--- config.mk ---
export PLATFORM = sky130hd
export DESIGN_NAME = sorted_unique_rate_table
export DESIGN_NICKNAME = d
export VERILOG_FILES = /design/src/rtl/core/surt_pkg.sv /design/src/rtl/core/surt_cell.sv /design/src/rtl/core/sorted_unique_rate_table.sv
export VERILOG_INCLUDE_DIRS = /design/src /design/src/rtl/core
export SDC_FILE = /design/constraint.sdc
export NUM_CORES = 1
export LEC_CHECK = 0
export ABC_AREA = 0
export BUFFER_PORTS_ARGS = -buffer_cell sky130_fd_sc_hd__buf_2
export CORE_ASPECT_RATIO = 0.7
export CORE_MARGIN = 2
export CORE_UTILIZATION = 41
export DETAILED_ROUTE_END_ITERATION = 10
export GPL_TIMING_DRIVEN = 0
export HOLD_SLACK_MARGIN = 0.08
export PLACE_DENSITY = 0.61
export SYNTH_ARGS = -nofsm -noshare
export SYNTH_HDL_FRONTEND = slang
export SYNTH_HIERARCHICAL = 1
export SYNTH_SLANG_ARGS = --single-unit
export TNS_END_PERCENT = 1
--- constraint.sdc ---
create_clock -name clk_i -period 8.9 [get_ports clk_i]
set_clock_uncertainty 0.2 [all_clocks]
set_input_delay 0.445 -clock clk_i [delete_from_list [all_inputs] [get_ports clk_i]]
set_output_delay 0.445 -clock clk_i [all_outputs]
set_load 0.05 [all_outputs]
--- src/rtl/core/sorted_unique_rate_table_defines.svh ---
// assertion macros shared by the rate table rtl
`ifndef SORTED_UNIQUE_RATE_TABLE_DEFINES_SVH
`define SORTED_UNIQUE_RATE_TABLE_DEFINES_SVH

// same-cycle implication, sampled on the rising clock, muted during reset
`define SURT_ASSERT_IMP(label, ante, cons) \
  label: assert property (@(posedge clk_i) disable iff (!rst_ni) (ante) |-> (cons)) \
    else $error("surt same-cycle check failed");

// next-cycle implication
`define SURT_ASSERT_NXT(label, ante, cons) \
  label: assert property (@(posedge clk_i) disable iff (!rst_ni) (ante) |=> (cons)) \
    else $error("surt next-cycle check failed");

`endif

--- src/rtl/core/surt_pkg.sv ---
// types and constants of the sorted rate table
`default_nettype none
package surt_pkg;

  localparam int MAX_ENTRIES = 8;
  localparam int RATE_W      = 24;
  localparam int CNT_W       = $clog2(MAX_ENTRIES + 1);

  typedef logic [RATE_W-1:0] rate_t;
  typedef logic [CNT_W-1:0]  cnt_t;

  typedef enum logic [2:0] {
    ACT_INSERT  = 3'd0,
    ACT_REMOVE  = 3'd1,
    ACT_COMPACT = 3'd2,
    ACT_READ    = 3'd3,
    ACT_CLEAR   = 3'd4
  } action_e;

  typedef enum logic [2:0] {
    ST_OK     = 3'd0,
    ST_FULL   = 3'd1,
    ST_EXISTS = 3'd2,
    ST_ABSENT = 3'd3,
    ST_RANGE  = 3'd4
  } status_e;

  // operation broadcast to every cell
  typedef enum logic [1:0] {
    CMD_HOLD   = 2'd0,
    CMD_INSERT = 2'd1,
    CMD_SHIFT  = 2'd2,
    CMD_CLEAR  = 2'd3
  } cmd_e;

  typedef struct packed {
    cmd_e  op;
    rate_t key;
  } cell_cmd_t;

  // flags and data handed from one cell to the next one up
  typedef struct packed {
    rate_t entry;
    logic  ge;   // valid and entry >= key
    logic  hit;  // this or a lower cell matches key
  } cell_link_t;

endpackage
`default_nettype wire

--- src/rtl/core/surt_cell.sv ---
// one compare-and-shift slot of the rate table
`default_nettype none
module surt_cell
  import surt_pkg::*;
(
  input  wire logic       clk_i,
  input  wire logic       rst_ni,
  input  wire cell_cmd_t  cmd_i,
  input  wire logic       valid_i,    // slot lies below the count
  input  wire logic       at_count_i, // slot is the first free one
  input  wire cell_link_t left_i,
  input  wire rate_t      right_entry_i,
  output cell_link_t      link_o,
  output logic            eq_o
);

  rate_t entry_q, entry_d;
  logic  ge;

  assign eq_o = valid_i && (entry_q == cmd_i.key);
  assign ge   = valid_i && (entry_q >= cmd_i.key);

  assign link_o.entry = entry_q;
  assign link_o.ge    = ge;
  assign link_o.hit   = left_i.hit | eq_o;

  always_comb begin
    entry_d = entry_q;
    case (cmd_i.op)
      CMD_INSERT: begin
        // slots at or above the insertion point move up, the point itself takes the key
        if (ge || at_count_i) begin
          entry_d = left_i.ge ? left_i.entry : cmd_i.key;
        end
      end
      CMD_SHIFT: begin
        if (link_o.hit) begin
          entry_d = right_entry_i;
        end
      end
      CMD_CLEAR: entry_d = '0;
      default:   entry_d = entry_q;
    endcase
  end

  always_ff @(posedge clk_i or negedge rst_ni) begin
    if (!rst_ni) begin
      entry_q <= '0;
    end else begin
      entry_q <= entry_d;
    end
  end

endmodule
`default_nettype wire

--- src/rtl/core/sorted_unique_rate_table.sv ---
// top level of the sorted, duplicate-free rate table
//
// usage:
//   requests enter on the slave stream: tuser carries the action (insert,
//   remove, compact zeros, read entry, clear all), tdata the rate and the
//   read index. every request yields exactly one response on the master
//   stream with status, the entry read (zero unless a good read) and the
//   entry count after the action.
//   storage is a row of MAX_ENTRIES cells, each holding one rate and
//   exchanging its entry and compare flags with its neighbours, so an
//   insert, remove or compact settles across the whole row at once.
//   each response appears the cycle after its request; one request is taken
//   every cycle while the response register is empty or being drained.
//   the single output register is the only buffering: when the receiver
//   stalls, s_axis_tready drops until the held response is taken.
//   reset empties the table (all slots zero, count zero) and the output
//   register; there is no clearing pass.
`default_nettype none
`include "sorted_unique_rate_table_defines.svh"
module sorted_unique_rate_table
  import surt_pkg::*;
(
  input  wire logic        clk_i,
  input  wire logic        rst_ni,
  input  wire logic        s_axis_tvalid,
  output logic             s_axis_tready,
  input  wire logic [31:0] s_axis_tdata,  // rate [23:0], index [26:24], zero pad
  input  wire logic [2:0]  s_axis_tuser,  // action [2:0]
  output logic             m_axis_tvalid,
  input  wire logic        m_axis_tready,
  output logic [31:0]      m_axis_tdata   // status [2:0], entry_rate [26:3],
                                          // entry_count [30:27], zero pad
);

  // request fields
  logic [2:0] req_action;
  rate_t      req_rate;
  logic [2:0] req_index;
  logic       req_acc;

  assign req_action = s_axis_tuser;
  assign req_rate   = s_axis_tdata[23:0];
  assign req_index  = s_axis_tdata[26:24];
  assign req_acc    = s_axis_tvalid && s_axis_tready;

  // count and the row of cells
  cnt_t       cnt_q, cnt_d;
  cell_cmd_t  cmd;
  cell_link_t link [MAX_ENTRIES+1];
  rate_t      right_entry [MAX_ENTRIES];
  logic [MAX_ENTRIES-1:0] eq_vec, valid_vec, at_cnt_vec, rd_sel;
  logic       found, full;

  assign link[0] = '{entry: '0, ge: 1'b0, hit: 1'b0};

  for (genvar k = 0; k < MAX_ENTRIES; k++) begin : g_cell
    assign valid_vec[k]  = cnt_t'(k) < cnt_q;
    assign at_cnt_vec[k] = cnt_t'(k) == cnt_q;
    assign rd_sel[k]     = valid_vec[k] && (int'(req_index) == k);
    if (k == MAX_ENTRIES - 1) begin : g_top
      assign right_entry[k] = '0;
    end else begin : g_mid
      assign right_entry[k] = link[k+2].entry;
    end

    surt_cell u_cell (
      .clk_i         (clk_i),
      .rst_ni        (rst_ni),
      .cmd_i         (cmd),
      .valid_i       (valid_vec[k]),
      .at_count_i    (at_cnt_vec[k]),
      .left_i        (link[k]),
      .right_entry_i (right_entry[k]),
      .link_o        (link[k+1]),
      .eq_o          (eq_vec[k])
    );
  end

  assign found = |eq_vec;
  assign full  = cnt_q == cnt_t'(MAX_ENTRIES);

  // decode: the row only moves for a request that succeeds
  status_e status;
  rate_t   rd_entry;

  always_comb begin
    rd_entry = '0;
    for (int k = 0; k < MAX_ENTRIES; k++) begin
      if (rd_sel[k]) begin
        rd_entry = link[k+1].entry;
      end
    end
  end

  always_comb begin
    cmd.key = (req_action == ACT_COMPACT) ? rate_t'(0) : req_rate;
    cmd.op  = CMD_HOLD;
    status  = ST_OK;
    cnt_d   = cnt_q;
    case (req_action)
      ACT_INSERT: begin
        if (full) begin
          status = ST_FULL;
        end else if (found) begin
          status = ST_EXISTS;
        end else begin
          cmd.op = CMD_INSERT;
          cnt_d  = cnt_q + cnt_t'(1);
        end
      end
      ACT_REMOVE: begin
        if (found) begin
          cmd.op = CMD_SHIFT;
          cnt_d  = cnt_q - cnt_t'(1);
        end else begin
          status = ST_ABSENT;
        end
      end
      // sorted and unique, so a zero can only sit in slot 0
      ACT_COMPACT: begin
        if (found) begin
          cmd.op = CMD_SHIFT;
          cnt_d  = cnt_q - cnt_t'(1);
        end
      end
      ACT_READ: begin
        if (!(|rd_sel)) begin
          status = ST_RANGE;
        end
      end
      ACT_CLEAR: begin
        cmd.op = CMD_CLEAR;
        cnt_d  = '0;
      end
      default: status = ST_OK;
    endcase
    if (!req_acc) begin
      cmd.op = CMD_HOLD;
      cnt_d  = cnt_q;
    end
  end

  // response fields
  logic [CNT_W+3:0] cnt_ext;
  logic [3:0]       rsp_count;
  rate_t            rsp_entry;

  assign cnt_ext   = {4'b0000, cnt_d};
  assign rsp_count = cnt_ext[3:0];
  assign rsp_entry = (req_action == ACT_READ && status == ST_OK) ? rd_entry : '0;

  logic        out_valid_q;
  logic [31:0] out_data_q;

  assign s_axis_tready = !out_valid_q || m_axis_tready;
  assign m_axis_tvalid = out_valid_q;
  assign m_axis_tdata  = out_data_q;

  always_ff @(posedge clk_i or negedge rst_ni) begin
    if (!rst_ni) begin
      cnt_q       <= '0;
      out_valid_q <= 1'b0;
    end else begin
      cnt_q <= cnt_d;
      if (s_axis_tready) begin
        out_valid_q <= s_axis_tvalid;
      end
    end
  end

  always_ff @(posedge clk_i) begin
    if (req_acc) begin
      out_data_q <= {1'b0, rsp_count, rsp_entry, status};
    end
  end

  // row stays strictly ascending with zeros above the count
  logic order_ok;
  always_comb begin
    order_ok = 1'b1;
    for (int k = 0; k < MAX_ENTRIES; k++) begin
      if (!valid_vec[k] && link[k+1].entry != '0) begin
        order_ok = 1'b0;
      end
      if (k > 0 && valid_vec[k] && !(link[k].entry < link[k+1].entry)) begin
        order_ok = 1'b0;
      end
    end
  end

  `SURT_ASSERT_IMP(a_cnt_bound, 1'b1, cnt_q <= cnt_t'(MAX_ENTRIES))
  `SURT_ASSERT_IMP(a_row_sorted, 1'b1, order_ok)
  `SURT_ASSERT_NXT(a_insert_grows, req_acc && cmd.op == CMD_INSERT,
                   cnt_q == $past(cnt_q) + cnt_t'(1))
  `SURT_ASSERT_NXT(a_shift_shrinks, req_acc && cmd.op == CMD_SHIFT,
                   cnt_q == $past(cnt_q) - cnt_t'(1))
  `SURT_ASSERT_IMP(a_stall_holds, !s_axis_tready, out_valid_q && !m_axis_tready)

endmodule
`default_nettype wire

==> flow_metrics.py <==
metrics = {
    "status": {
        "status": "finished clean",
    },
    "cells_and_area": {
        "nFillCells": 4964,
        "final_cells": 3163,
        "n_antenna_cell": 0,
        "layout.nets": 2694,
        "drive_above_1_share_pct": 19.2,
        "area_growth_syn_to_layout_pct": 11.7,
        "final_area_mm2": 0.0240,
        "utilization_pct": 46.1,
    },
    "clocking": {
        "cts.htree.levels": 1,
        "clock-sinks": 228,
        "numCtsBuffers": 28,
        "clockBufferDepth": 3,
        "cts_root_buf": "clkbuf_16",
        "clk-insertion-delay-late_ns": 0.59,
        "cts_setup_buffers": 0,
        "tritoncts": "done",
        "clk_pin_slew_worst_paths_ns": 0.06,
    },
    "global_routing": {
        "grt.total_usage_pct": 24.5,
        "antenna_found_initial": 1,
        "grt_max_degree": 110,
        "grt_pass1_vias": 17448,
        "grt_first_pass_wirelength_um": 104000,
        "grt-ovfl-total": 0,
    },
    "power": {
        "p_leak_uw": 0.0112,
        "peakVddDrop_mv": 0.134,
        "power_density_mw_per_mm2": 161,
    },
    "setup_path": {
        "crit_path_end_kind": "flip-flop",
        "worstReg2RegStart": "cnt_q[1]",
        "critPathRequiredTime_ns": 9.16,
        "crit_fanout": 10,
        "cp.arrival_ns": 7.40,
        "path_cells": "clkbuf_1 -> nor3b_2 -> clkbuf_1 -> nor2b_2 -> buf_8 -> inv_1 -> ha_1 -> nand4_1 -> nor2_1 -> and3_1 -> nor4_1 -> and2_0 -> clkbuf_1 -> nor2_1 -> a21oi_1 -> nor2_1 -> clkbuf_1 -> or2_2 -> a21oi_1 -> nand4_2 -> o211ai_4 -> buf_8 -> mux2_4",
        "start_kind": "input pin",
        "critPathKind": "in -> reg",
        "cp_common_cell": "clkbuf_1",
        "cp_top_family": "simple AND/OR/NAND/NOR gates",
        "crit_buf_inv": 7,
        "reg2reg_to": "g_cell[0].u_cell/entry_q[22]",
        "crit_path_top_delay_cell": "nor4_1",
        "worstRegToRegCells": 18,
        "crit_cells": 23,
        "slowest_delay_ns": 0.92,
        "r2r_slack_ns": 2.84,
    },
    "timing": {
        "setup_violations": 0,
        "period_needed_ns": 7.15,
        "timing.fmax_ghz": 0.140,
        "relSlewSlack_pct": 16.9,
        "grt_setup_unrepaired": "no",
        "hold_violations": 0,
        "whs_ns": 0.195,
        "tightestPinTransition_ns": 1.24,
        "drv_slew": 0,
        "fin_crit_sh_pct": 80.3,
    },
    "route": {
        "drt_first_pass_iters": 8,
        "drtIter0Drc": 1423,
        "drcViolationCount": 0,
        "dr_total_vias": 17934,
        "drt-total-wl_um": 67200,
        "routedWlPerCell_um": 21.3,
        "ant_nets": 0,
        "viasPerCell": 5.67,
    },
    "synth": {
        "yosysWarningCount": 6,
        "netlist_area_mm2": 0.0215,
        "synth_cells": 2306,
        "syn-mean-instance-area_um2": 9.32,
    },
    "place": {
        "port-buffer-count": 61,
        "hpwl_um": 54800,
        "placed_area_mm2": 0.0230,
        "place_inst": 3108,
        "gp_congestion": 0.918,
    },
    "min_path": {
        "hp-start": "s_axis_tuser[2]",
        "min_delay_path_depth": 2,
        "min_to": "m_axis_tdata[1]",
        "min_path_type": "in -> reg",
    },
    "floorplanning": {
        "coreArea_mm2": 0.0520,
        "dieHeight_um": 196,
        "initial_core_util_pct": 41.3,
        "fp-row-count": 70,
        "num_io_pins": 73,
        "die_area_mm2": 0.0543,
        "die_x_um": 278,
    },
    "flow_run": {
        "drv_cap": 0,
    },
}
## placed cells by master (no fill, tap or decap), drive strengths merged, types with 110 or more instances in the layout
| cell | n |
|---|---|
| dfrtp | 197 |
| buf | 119 |
| clkbuf | 127 |
| ha | 197 |
| mux2i | 202 |
| inv | 296 |
| mux2 | 184 |
| nand2 | 244 |
| o21ai | 230 |
| a21oi | 110 |
## final cells by class
cell class,count,area [um^2],area share (%)
multi-input combinational,1692,14000,58.2
clock buffer,38,768,3.20
timing repair buffer,71,450,1.88
clock inverter,13,168,0.699
inverter,297,1110,4.65
sequential,228,5860,24.4
tap,684,856,3.57
buffer,140,820,3.42
## layer usage
| layer | vias to the layer above | share of wire [%] | global-route usage, % |
|---|---|---|---|
| met3 | 97 | 6.9 | 3.41 |
| met2 | 652 | 40 | 35.8 |
| met4 | 0 | 2.4 | 5.63 |
| li1 | 8550 | - | - |
| met5 | - | 0 | 0 |
| met1 | 8635 | 51 | 37.8 |
## flip-flops by register name (all words and copies together) (netlist names)
name and flops:
cnt_q 4, g_cell.u_cell/entry_q 192, m_axis_tdata 31, m_axis_tvalid 1
## per-stage QoR
step | setup slack, ns | power, uW | setup TNS [ns]
6_report | 1.75 | 3870 | 0
5_1_grt | 1.51 | 4090 | 0
4_1_cts | 1.43 | 3880 | 0
3_5_place_dp | 0.867 | 2670 | 0
3_3_place_gp | -2.87 | 2610 | -528.87
2_1_floorplan | 2.46 | 2280 | 0
## where the power goes
group	leakage (uW)	internal, uW	switching, uW	total (uW)
Sequential	0.00294	1210	274	1490
Combinational	0.00779	539	651	1190
Clock	0.000441	692	500	1190
Total	0.0112	2450	1430	3870
## worst max path at each step
| stage | end | startpoint | slack, ns |
|---|---|---|---|
| 4_1_cts | g_cell[3].u_cell/entry_q[20] | s_axis_tuser[0] | 1.43 |
| 3_3_place_gp | g_cell[0].u_cell/entry_q[15] | s_axis_tuser[0] | -2.87 |
| 3_5_place_dp | g_cell[3].u_cell/entry_q[4] | s_axis_tuser[0] | 0.87 |
| 6_report | g_cell[3].u_cell/entry_q[20] | s_axis_tuser[1] | 1.75 |
| 5_1_grt | g_cell[2].u_cell/entry_q[7] | s_axis_tuser[1] | 1.51 |
| 2_1_floorplan | g_cell[0].u_cell/entry_q[10] | s_axis_tuser[0] | 2.46 |
## timing repair
item                                   4_1_cts  5_1_grt
endpoints found under the hold margin       89        0
setup endpoints to repair                    0        0
resized for setup                            0        0
hold buffers                                 3        0
## worst register-to-register path: stages, from the launching register on
cell and delay [ns]:
dfrtp_1 0.56, inv_1 0.26, ha_1 0.34, o21ai_0 0.85
and3_1 0.36, nor4_1 0.09, buf_2 0.19, and2_0 0.16
clkbuf_1 0.15, nor2_1 0.24, a21oi_1 0.06, nor2_1 0.94
clkbuf_1 0.38, nor2b_1 0.17, clkbuf_1 0.22, clkbuf_1 0.38
nand2_1 0.11, o21ai_0 0.12, mux2_4 0.19
Note: power is estimated with default switching activity, not from simulation.
